`src/design/nrb_pkg.sv`:
```
// ----------------------------------------------------------------------------
// nrb_pkg - shared types of the n-th root block
// Command and status bundles between the controller and the datapath.
// ----------------------------------------------------------------------------
`timescale 1ns / 1ps
`default_nettype none

package nrb_pkg;

	// Selects which pair of operand halves goes into the shared multiplier.
	typedef enum logic [1:0] {
		PP_LL = 2'd0,
		PP_HL = 2'd1,
		PP_LH = 2'd2,
		PP_HH = 2'd3
	} pp_sel_t;

	typedef struct packed {
		logic    load;       // capture an input word
		logic    mid_start;  // form the midpoint and reset the power to 1.0
		logic    acc_clr;    // clear the product accumulator
		logic    pp_issue;   // start one partial product
		pp_sel_t pp_sel;
		logic    cmp;        // compare the product and update power or bounds
		logic    out_load;   // move the result into the output register
	} nrb_cmd_t;

	typedef struct packed {
		logic zero_deg;
		logic zero_rad;
		logic search_done;
		logic exceed;
		logic last_deg;
	} nrb_sts_t;

endpackage

`default_nettype wire

```
`src/design/nrb_ctrl.sv`:
```
// ----------------------------------------------------------------------------
// nrb_ctrl - sequencer of the n-th root block
// Steps the bisection loop, the power loop and the partial products.
// ----------------------------------------------------------------------------
`timescale 1ns / 1ps
`default_nettype none

module nrb_ctrl
	import nrb_pkg::*;
(
	input  wire logic     clk,
	input  wire logic     arst_n,
	input  wire logic     in_valid,
	output logic          in_stall,
	output logic          out_valid,
	input  wire logic     out_stall,
	input  wire nrb_sts_t sts,
	output nrb_cmd_t      cmd
);

	typedef enum logic [2:0] {
		S_IDLE,
		S_CHECK,
		S_STEP,
		S_MUL,
		S_DRAIN,
		S_CMP,
		S_DONE
	} state_t;

	state_t     state_q;
	logic [1:0] pp_idx_q;
	logic       out_valid_q;
	logic       out_free;

	assign out_free  = !out_valid_q || !out_stall;
	assign in_stall  = (state_q != S_IDLE);
	assign out_valid = out_valid_q;

	always_comb begin
		cmd           = '0;
		cmd.pp_sel    = pp_sel_t'(pp_idx_q);
		cmd.load      = (state_q == S_IDLE) && in_valid;
		cmd.mid_start = (state_q == S_STEP) && !sts.search_done;
		cmd.pp_issue  = (state_q == S_MUL);
		cmd.acc_clr   = (state_q == S_MUL) && (pp_sel_t'(pp_idx_q) == PP_LL);
		cmd.cmp       = (state_q == S_CMP);
		cmd.out_load  = (state_q == S_DONE) && out_free;
	end

	always_ff @(posedge clk or negedge arst_n) begin
		if (!arst_n) begin
			state_q     <= S_IDLE;
			pp_idx_q    <= '0;
			out_valid_q <= 1'b0;
		end else begin
			// A new result may replace the one taken at this same edge.
			if (cmd.out_load) begin
				out_valid_q <= 1'b1;
			end else if (!out_stall) begin
				out_valid_q <= 1'b0;
			end
			unique case (state_q)
				S_IDLE: begin
					if (in_valid) begin
						state_q <= S_CHECK;
					end
				end
				S_CHECK: begin
					if (sts.zero_deg || sts.zero_rad) begin
						state_q <= S_DONE;
					end else begin
						state_q <= S_STEP;
					end
				end
				S_STEP: begin
					if (sts.search_done) begin
						state_q <= S_DONE;
					end else begin
						pp_idx_q <= '0;
						state_q  <= S_MUL;
					end
				end
				S_MUL: begin
					pp_idx_q <= pp_idx_q + 2'd1;
					if (pp_sel_t'(pp_idx_q) == PP_HH) begin
						state_q <= S_DRAIN;
					end
				end
				S_DRAIN: begin
					state_q <= S_CMP;
				end
				S_CMP: begin
					pp_idx_q <= '0;
					if (sts.exceed || sts.last_deg) begin
						state_q <= S_STEP;
					end else begin
						state_q <= S_MUL;
					end
				end
				S_DONE: begin
					if (out_free) begin
						state_q <= S_IDLE;
					end
				end
				default: begin
					state_q <= S_IDLE;
				end
			endcase
		end
	end

endmodule

`default_nettype wire

```
`src/design/nrb_dp.sv`:
```
// ----------------------------------------------------------------------------
// nrb_dp - datapath of the n-th root block
// Bounds, midpoint, running power, shared multiplier and result register.
// ----------------------------------------------------------------------------
`timescale 1ns / 1ps
`default_nettype none

module nrb_dp
	import nrb_pkg::*;
#(
	parameter int FRAC_BITS     = 16,
	parameter int RADICAND_BITS = 31,
	parameter int MAX_DEGREE    = 15
) (
	input  wire logic                               clk,
	input  wire logic                               arst_n,
	input  wire nrb_cmd_t                           cmd,
	output nrb_sts_t                                sts,
	input  wire logic [RADICAND_BITS-1:0]           radicand,
	input  wire logic [3:0]                         degree,
	output logic      [RADICAND_BITS+FRAC_BITS-1:0] root,
	output logic                                    bad_degree
);

	localparam int W     = RADICAND_BITS + FRAC_BITS;
	localparam int H     = (W + 1) / 2;
	localparam int AW    = 2 * W;
	localparam int QW    = AW - FRAC_BITS;
	localparam int DEG_W = $clog2(MAX_DEGREE + 1);
	localparam logic [W-1:0] ONE_FX = W'(1) << FRAC_BITS;
	localparam logic [6:0]   MAXD7  = 7'(MAX_DEGREE);

	logic [W-1:0]     lo_q, hi_q, lim_q, mid_q, pow_q, root_q;
	logic [AW-1:0]    acc_q;
	logic [2*H-1:0]   pp_s1;
	pp_sel_t          pp_sel_s1;
	logic             pp_vld_s1;
	logic [DEG_W-1:0] deg_q, deg_cnt_q;
	logic             zero_rad_q, zero_deg_q, bad_q;

	logic [6:0]       deg7;
	logic [DEG_W-1:0] deg_sat;
	logic [W:0]       bound_sum;
	logic [H-1:0]     op_a, op_b;
	logic [AW-1:0]    pp_ext, pp_shift;
	logic [QW-1:0]    prod_q;
	logic             exceed;

	assign deg7      = 7'(degree);
	assign deg_sat   = (deg7 > MAXD7) ? DEG_W'(MAX_DEGREE) : DEG_W'(deg7);
	assign bound_sum = {1'b0, lo_q} + {1'b0, hi_q};

	always_comb begin
		case (cmd.pp_sel)
			PP_LL: begin
				op_a = pow_q[H-1:0];
				op_b = mid_q[H-1:0];
			end
			PP_HL: begin
				op_a = H'(pow_q[W-1:H]);
				op_b = mid_q[H-1:0];
			end
			PP_LH: begin
				op_a = pow_q[H-1:0];
				op_b = H'(mid_q[W-1:H]);
			end
			default: begin
				op_a = H'(pow_q[W-1:H]);
				op_b = H'(mid_q[W-1:H]);
			end
		endcase
	end

	assign pp_ext = AW'(pp_s1);

	always_comb begin
		case (pp_sel_s1) inside
			PP_LL:        pp_shift = pp_ext;
			PP_HL, PP_LH: pp_shift = pp_ext << H;
			default:      pp_shift = pp_ext << (2 * H);
		endcase
	end

	// Fixed-point product: the full product with the fraction bits dropped.
	assign prod_q = acc_q[AW-1:FRAC_BITS];
	assign exceed = prod_q > QW'(lim_q);

	assign sts.zero_deg    = zero_deg_q;
	assign sts.zero_rad    = zero_rad_q;
	assign sts.search_done = (hi_q <= lo_q) || ((hi_q - lo_q) == W'(1));
	assign sts.exceed      = exceed;
	assign sts.last_deg    = (deg_cnt_q == (deg_q - DEG_W'(1)));

	assign root       = root_q;
	assign bad_degree = bad_q;

	always_ff @(posedge clk or negedge arst_n) begin
		if (!arst_n) begin
			pp_vld_s1 <= 1'b0;
		end else begin
			pp_vld_s1 <= cmd.pp_issue;
		end
	end

	always_ff @(posedge clk) begin
		pp_s1     <= op_a * op_b;
		pp_sel_s1 <= cmd.pp_sel;

		if (cmd.load) begin
			lim_q      <= {radicand, FRAC_BITS'(0)};
			hi_q       <= {radicand, FRAC_BITS'(0)};
			lo_q       <= ONE_FX;
			deg_q      <= deg_sat;
			zero_rad_q <= (radicand == '0);
			zero_deg_q <= (degree == 4'd0);
		end

		if (cmd.mid_start) begin
			mid_q     <= bound_sum[W:1];
			pow_q     <= ONE_FX;
			deg_cnt_q <= '0;
		end

		if (cmd.acc_clr) begin
			acc_q <= '0;
		end else if (pp_vld_s1) begin
			acc_q <= acc_q + pp_shift;
		end

		if (cmd.cmp) begin
			if (exceed) begin
				hi_q <= mid_q;
			end else begin
				pow_q     <= prod_q[W-1:0];
				deg_cnt_q <= deg_cnt_q + DEG_W'(1);
				if (sts.last_deg) begin
					lo_q <= mid_q;
				end
			end
		end

		if (cmd.out_load) begin
			root_q <= (zero_rad_q || zero_deg_q) ? '0 : lo_q;
			bad_q  <= zero_deg_q;
		end
	end

endmodule

`default_nettype wire

```
`src/design/nth_root_bisection.sv`:
```
// ----------------------------------------------------------------------------
// nth_root_bisection - integer n-th root by bisection
// Returns the degree-th root of an integer in unsigned fixed point.
// ----------------------------------------------------------------------------
// The block takes one word at a time: a radicand and a root degree. It returns
// the root with FRAC_BITS fraction bits, found by bisecting between 1.0 and the
// radicand until the bounds are one LSB apart; the lower bound is returned, so
// the result is truncated; for degree one and a radicand above 1.0 it is the
// radicand minus one LSB. A degree of zero gives a root of zero with bad_degree
// set, a radicand of zero gives zero, and degrees above MAX_DEGREE are treated
// as MAX_DEGREE. The time per word depends on the data. Each bisection step
// passes through S_STEP and then, for each multiplication of the running power
// by the midpoint, through S_MUL for four partial products on one shared
// half-width multiplier, S_DRAIN to add the last of them and S_CMP to compare.
// The power loop quits as soon as a partial power passes the radicand, or after
// degree multiplications. About RADICAND_BITS + FRAC_BITS steps are needed for
// large radicands. One word is worked on at a time: in_stall is high from the
// cycle after a word is taken until its result has moved into the output
// register, which waits while an earlier result there is still stalled. The
// next word is then accepted while that result waits.
// ----------------------------------------------------------------------------
`timescale 1ns / 1ps
`default_nettype none

module nth_root_bisection
	import nrb_pkg::*;
#(
	parameter int FRAC_BITS     = 16,
	parameter int RADICAND_BITS = 31,
	parameter int MAX_DEGREE    = 15
) (
	input  wire logic                               clk,
	input  wire logic                               arst_n,
	input  wire logic                               in_valid,
	output logic                                    in_stall,
	input  wire logic [RADICAND_BITS-1:0]           radicand,
	input  wire logic [3:0]                         degree,
	output logic                                    out_valid,
	input  wire logic                               out_stall,
	output logic      [RADICAND_BITS+FRAC_BITS-1:0] root,
	output logic                                    bad_degree
);

	nrb_cmd_t cmd;
	nrb_sts_t sts;

	// The sequencer owns both handshakes; the datapath holds every number.
	nrb_ctrl u_ctrl (
		.clk       (clk),
		.arst_n    (arst_n),
		.in_valid  (in_valid),
		.in_stall  (in_stall),
		.out_valid (out_valid),
		.out_stall (out_stall),
		.sts       (sts),
		.cmd       (cmd)
	);

	nrb_dp #(
		.FRAC_BITS     (FRAC_BITS),
		.RADICAND_BITS (RADICAND_BITS),
		.MAX_DEGREE    (MAX_DEGREE)
	) u_dp (
		.clk        (clk),
		.arst_n     (arst_n),
		.cmd        (cmd),
		.sts        (sts),
		.radicand   (radicand),
		.degree     (degree),
		.root       (root),
		.bad_degree (bad_degree)
	);

endmodule

`default_nettype wire

```
`config.mk`:
```
export PLATFORM = sky130hd
export DESIGN_NAME = nth_root_bisection
export DESIGN_NICKNAME = d
export VERILOG_FILES = /design/src/design/nrb_pkg.sv /design/src/design/nrb_ctrl.sv /design/src/design/nrb_dp.sv /design/src/design/nth_root_bisection.sv
export SDC_FILE = /design/constraint.sdc
export NUM_CORES = 2
export LEC_CHECK = 0
export BUFFER_PORTS_ARGS = -buffer_cell sky130_fd_sc_hd__buf_2
export CAP_MARGIN = 30
export CORE_MARGIN = 4
export CORE_UTILIZATION = 60
export CTS_BUF_LIST = sky130_fd_sc_hd__clkbuf_8
export CTS_CLUSTER_SIZE = 40
export DETAILED_ROUTE_END_ITERATION = 8
export GPL_TIMING_DRIVEN = 0
export PLACE_DENSITY = 0.82
export SLEW_MARGIN = 20
export SYNTH_ARGS = -nofsm -noshare
export SYNTH_HDL_FRONTEND = slang
export SYNTH_SLANG_ARGS = --single-unit
```
`constraint.sdc`:
```
create_clock -name clk -period 27.3 [get_ports clk]
set_clock_uncertainty 0.2 [all_clocks]
set_input_delay 5.46 -clock clk [delete_from_list [all_inputs] [get_ports clk]]
set_output_delay 5.46 -clock clk [all_outputs]
set_load 0.1 [all_outputs]
```
# ---- Word-level counts from Yosys, hierarchy flattened
# Index checks and enable logic that the tools add are counted.
dict set report classes {
  n_div 0
  n_mul 1
  mux 28
  n_eq_ne 18
  bitwise 0
  n_lt_le_gt_ge 3
  reduce_logical 23
  shifts 0
  n_addsub 6
}
# operator n
set op_table {}
lappend op_table {{$mux W47} 10}
lappend op_table {{$mux W94} 2}
lappend op_table {{$add A94 B94 Y94} 1}
lappend op_table {{$gt A78 B47 Y1} 1}
lappend op_table {{$add A47 B47 Y48} 1}
lappend op_table {{$mul A24 B24 Y48} 1}
lappend op_table {{$mux W24} 2}
lappend op_table {{$eq A47 B1 Y1 const B} 1}
lappend op_table {{$le A47 B47 Y1} 1}
lappend op_table {{$sub A47 B47 Y47} 1}
lappend op_table {{$logic_not A31 Y1} 1}
lappend op_table {{$pmux W3 S7} 1}
lappend op_table {{$mux W3} 5}
lappend op_table {{$mux W4} 3}
lappend op_table {{$eq A3 B3 Y1 const B} 3}
lappend op_table {{$eq A2 B2 Y1 const B} 3}
lappend op_table {{$eq A3 B2 Y1 const B} 2}
lappend op_table {{$ne A2 B2 Y1 const B} 3}
lappend op_table {{$pmux W2 S3} 1}
lappend op_table {{$reduce_bool A3 Y1} 2}
lappend op_table {{$reduce_or A2 Y1} 3}
lappend op_table {{$add A4 B1 Y4 const B} 1}
lappend op_table {{$eq A2 B1 Y1 const B} 2}
lappend op_table {{$eq A4 B4 Y1} 1}
lappend op_table {{15 further kinds} 27}
dict set report totals {
  wordCells 97
  output_inout_bits 50
  mem_bits_ro 0
  mem_bits_rw 0
  n_memories 0
  reg_bits 428
  latch_bits 0
}

# ---- Logic depth before layout (Yosys ltp)
dict set report logic_depth {
  word_depth 8
  depth_mapped 36
}

# ---- Modules after synthesis
# From an unflattened synthesis, not the netlist that was laid out.
dict set report unflattened {
  hier_cells 5542
  hier_area_um2 46804.9
}
# module instances seq_area_each_um2 area_per_inst_um2 cells_per_inst
set by_module_without_submodules {}
lappend by_module_without_submodules {nrb_dp 1 9774.4 46385.7 5491}
lappend by_module_without_submodules {nrb_ctrl 1 150.1 419.2 51}

# ---- Worst setup path before layout
# No wires, ideal clock.
dict set report synth_timing {
  path_kind {reg-to-reg}
  from {reg u_ctrl.pp_idx_q[0]}
  to {reg u_dp.pp_s1[46]}
  setup_time_ps 72
  t_arrival_ps 8524
  period_less_slack_ps 8797
  setup_slack_ps 18503
  path_stages_with_launch 32
  cell_sequence {dfrtp_1 > inv_1 > ha_1 > nor2_1 > buf_1 > buf_1 > mux2i_1 > clkbuf_1 > nor2_1 > fa_1 > fa_1 > inv_1 > fa_1 > inv_1 > fa_1 > fa_1 > fa_1 > inv_1 > fa_1 > inv_1 > ha_1 > and4_1 > nor2b_1 > o41ai_1 > a31oi_1 > o31ai_1 > a21oi_1 > or4_1 > nand2_1 > o21ai_0 > a31oi_1 > xnor2_1}
}
dict set report synth_between {
  elab_chain_cells 4
}
# item line_no
set synth_rtl {}
lappend synth_rtl {{from (decl)} nrb_ctrl.sv:32} ;# logic [1:0] pp_idx_q;
lappend synth_rtl {{from (signal assigned)} nrb_ctrl.sv:85} ;# pp_idx_q <= pp_idx_q + 2'd1;
lappend synth_rtl {{$eq A2 B2 Y1 (tied with other cells)} nrb_dp.sv:54} ;# case (cmd.pp_sel)
lappend synth_rtl {{$reduce_or A2 Y1 (no line)} n/a}
lappend synth_rtl {{$mux W24} nrb_dp.sv:54}
lappend synth_rtl {{$mul A24 B24 Y48 *} nrb_dp.sv:106} ;# pp_s1 <= op_a * op_b;
lappend synth_rtl {{to (signal assigned)} nrb_dp.sv:106}
lappend synth_rtl {{to (decl)} nrb_dp.sv:35} ;# logic [2*H-1:0] pp_s1;
# Mark *: on every way between the ends. The rest lies on a longest branch, timed or not.
# A chain may end at the register's enable or synchronous reset.

# ---- Worst setup path in the final report
# Same ends and word-level chain as after synthesis.

==> out/results.tsv <==
metric	value	unit
global-route wire length before repair	244200	microns
Initial Util	60.69	%
I/O pins	89	
Hold Path Sink	u_dp.bad_degree	
setup violators final	0	
Peak VDD IR	0.07105	mV
Die Y	285.4	microns
synthesis-stage register bit count	428	
slowest stage cell, crit path	clkbuf_1	
die width	285.4	microns
Sw Share	54.53	%
wire length on met1	60190	microns
crit path launch type	register	
DR vias	41201	
CTS Hold Bufs	0	
Avg Cell Area, Syn	8.397	sq um
relative slew slack	17.53	%
Comb power frac	62.8	%
gpl congestion	1.095	
Most common cell on crit path	fa_1	
DIE AREA	81450	sq um
routed vias/inst	6.083	
Leak	23.28	nW
vias in the first global route	41763	
# rows	101	
Skew-Pair Late Insertion Delay	760	ps
final hold violations	0	
Slew @ Worst Pin	1221	ps
total grt overflow	0	
Mapped Nets	6421	
setup TNS	0	ps
clock power share	13.8	%
largest net degree at the start of global routing	57	
min Tclk post-route	11850	ps
Sw Pwr	2.496	mW
Reg-to-Reg Start	u_ctrl.pp_idx_q[0]	
CTS tree	built	
failing checks	DRC	
remaining antenna violation count	0	
Most used DFF post-synth	dfxtp_1	
status	finished with violations	
CTS buffer count	76	
Crit Path Max Fanout	10	
Filler Cell Count	6586	
Worst Hold Depth	0	
Ys Warns	0	
fmax	84.41	MHz
distinct cell type count of the synthesized netlist	90	
Final Cell Area	49720	sq um
EDFF count, synth	132	
DR top layer	met4	
clk root buf	clkbuf_8	
Worst EP required	27750	ps
Post-Syn Area	46170	sq um
Mapped Cells	5498	
placed inst area	48080	sq um
Post-Route WL	160500	microns
FF-to-FF setup slack	15450	ps
final net count	6606	
synthesis-to-finish area growth	7.697	%
clk buf depth	3	
pwr/cell area	92.06	nW/um^2
post_cts resized	0	
final cycle utilization of the critical path	43.40	%
GRT Overall Usage	39.27	%
RSZ-0062 raised after global routing	false	
layout cells sized above 1	5.436	%
Setup crit end kind	register	
hold_sp	u_dp.zero_deg_q	
Iter 0 DRT Violations	3786	
Post-CTS Setup Inserts	0	
met3 WL post-DR	15500	microns
input/output buffers	88	
initial antenna violation count	4	
Worst Path Arrival	12300	ps
clock sink count	428	
Residual DRC	2	
post-synthesis sequential area ratio	21.50	%
FF-to-FF path depth	33	
Hold Crit Class	register to register	
asr flop ratio synth	1.636	%
Core Area	76080	sq um
htree depth	3	
DRT Pass-1 Iters	9	
HPWL Detailed	131200	microns
Internal Power	2.081	mW
delay of the slowest cell on the worst path	680	ps
Worst-path clk slew	70	ps
DR WL met2	69010	microns
routed len/inst	23.70	microns
Seq pwr share	23.4	%
max-cap violation count	0	
Max Slew Vio Count	0	
reg2reg end	u_dp.pp_s1[46]	
Setup Crit Path Kind	register to register	
-- layout make-up --
cell class                 instances  area, sq um  area share (%)
antenna                            3        7.507         0.01510
buffer                           273         1070           2.151
clock buffer                      84         1156           2.325
clock inverter                    51        397.9          0.8002
inverter                         753         2826           5.684
multi-input combinational       4044        32410           65.19
sequential                       428         9925           19.96
tap                             1030         1289           2.592
timing repair buffer             107        639.4           1.286
-- worst max-delay path: cells and delay by family (launching register included) --
| kind | cells | cell delay [ps] |
|---|---|---|
| AO/OA/AOI/OAI | 7 | 2600 |
| XOR/XNOR | 1 | 130 |
| adder cells (fa/ha/maj) | 9 | 4200 |
| buffers and inverters | 9 | 2180 |
| flip-flops | 1 | 430 |
| AND/OR/NAND/NOR | 7 | 2050 |
-- sequential cells by signal, indices dropped and copies added, names as in the netlist --
register	cells
u_dp.root	47
u_dp.bad_degree	1
u_dp.lo_q	47
u_dp.hi_q	47
u_dp.deg_q	4
u_ctrl.out_valid	1
u_dp.pow_q	47
u_dp.zero_deg_q	1
u_dp.deg_cnt_q	4
u_dp.mid_q	47
u_ctrl.state_q	3
u_dp.zero_rad_q	1
u_dp.pp_s1	48
u_dp.pp_sel_s1	2
u_dp.acc_q	94
u_dp.lim_q	31
u_ctrl.pp_idx_q	2
u_dp.pp_vld_s1	1
-- worst max path at each step --
stage	start	end	slack, ps	depth (start not counted)
global route	u_ctrl.pp_idx_q[0]	u_dp.pp_s1[46]	14910	34
global placement	u_ctrl.pp_idx_q[0]	u_dp.pp_s1[47]	15340	31
CTS	u_ctrl.pp_idx_q[0]	u_dp.pp_s1[46]	15430	33
finish	u_ctrl.pp_idx_q[0]	u_dp.pp_s1[46]	15450	33
detailed placement	u_ctrl.pp_idx_q[0]	u_dp.pp_s1[46]	15470	33
floorplan	u_ctrl.pp_idx_q[0]	u_dp.pp_s1[46]	18500	31
-- layer usage --
metal,GRT usage [%],vias up
met5,0,-
met4,29.80,0
met3,9.408,668
met2,60.79,2207
met1,47.55,19796
li1,-,18530
-- synth_stat cells (all sizes together) (67+ instances only) --
| library cell | instances | area share (%) |
|---|---|---|
| a21oi | 264 | 2.9 |
| clkbuf | 225 | 1.8 |
| nand4 | 67 | 0.91 |
| and2 | 83 | 1.1 |
| edfxtp | 132 | 8.6 |
| mux2i | 140 | 3.0 |
| nor2 | 635 | 5.2 |
| inv | 753 | 6.1 |
| fa | 485 | 21 |
| xnor2 | 128 | 2.4 |
| ha | 399 | 11 |
| nand3 | 112 | 1.2 |
| o21ai | 290 | 3.2 |
| xor2 | 67 | 1.3 |
| a21o | 111 | 1.8 |
| dfxtp | 289 | 13 |
| nand2 | 639 | 5.2 |
-- power by group through the flow --
stage          registers [mW]  clock network, mW  logic (mW)
6_report                 1.07              0.631        2.88
5_1_grt                  1.07              0.666        3.10
4_1_cts                  1.06              0.639        2.77
3_5_place_dp             1.07                  0        2.76
3_3_place_gp             1.07                  0        2.70
2_1_floorplan            1.04                  0        1.84
-- metrics by stage --
stage | total power [mW] | hold WS (ps) | utilization (%) | worst slack, ps | instances
after floorplan | 2.884 | 210.4 | - | 18500 | 5498
after detailed placement | 3.823 | 245.6 | 63.20 | 15470 | 6626
after global routing | 4.838 | 279.9 | 65.36 | 14910 | 6773
final | 4.577 | 277.0 | 65.36 | 15450 | 6773
after global placement | 3.765 | 240.9 | 62.96 | 15340 | 6616
after CTS | 4.469 | 270.8 | 65.24 | 15430 | 6761
-- layout by cell type (no fill, tap or decap), types with 45 or more instances in the layout --
cell type,instances
buf_2,111
nor2_1,634
fa_1,485
ha_1,399
edfxtp_1,132
xnor2_1,128
a21oi_1,260
inv_1,774
mux2i_1,128
nor3_1,45
and2_1,81
dfxtp_1,289
clkbuf_8,85
o21ai_0,270
nand2_1,639
o21bai_1,55
nand3_1,112
clkbuf_1,224
a21o_1,111
nand4_1,67
xor2_1,67
a31oi_1,65
-- cells by family after synthesis --
kind of cell / after synthesis / synth area share, %
compound gates: 1028 / 13.96
xor+xnor: 195 / 3.699
fa+ha+maj: 884 / 31.84
buf+inv: 1026 / 8.431
flops: 428 / 21.50
mux: 167 / 3.694
simple gates: 1770 / 16.88
(Power assumes the default switching activity.)
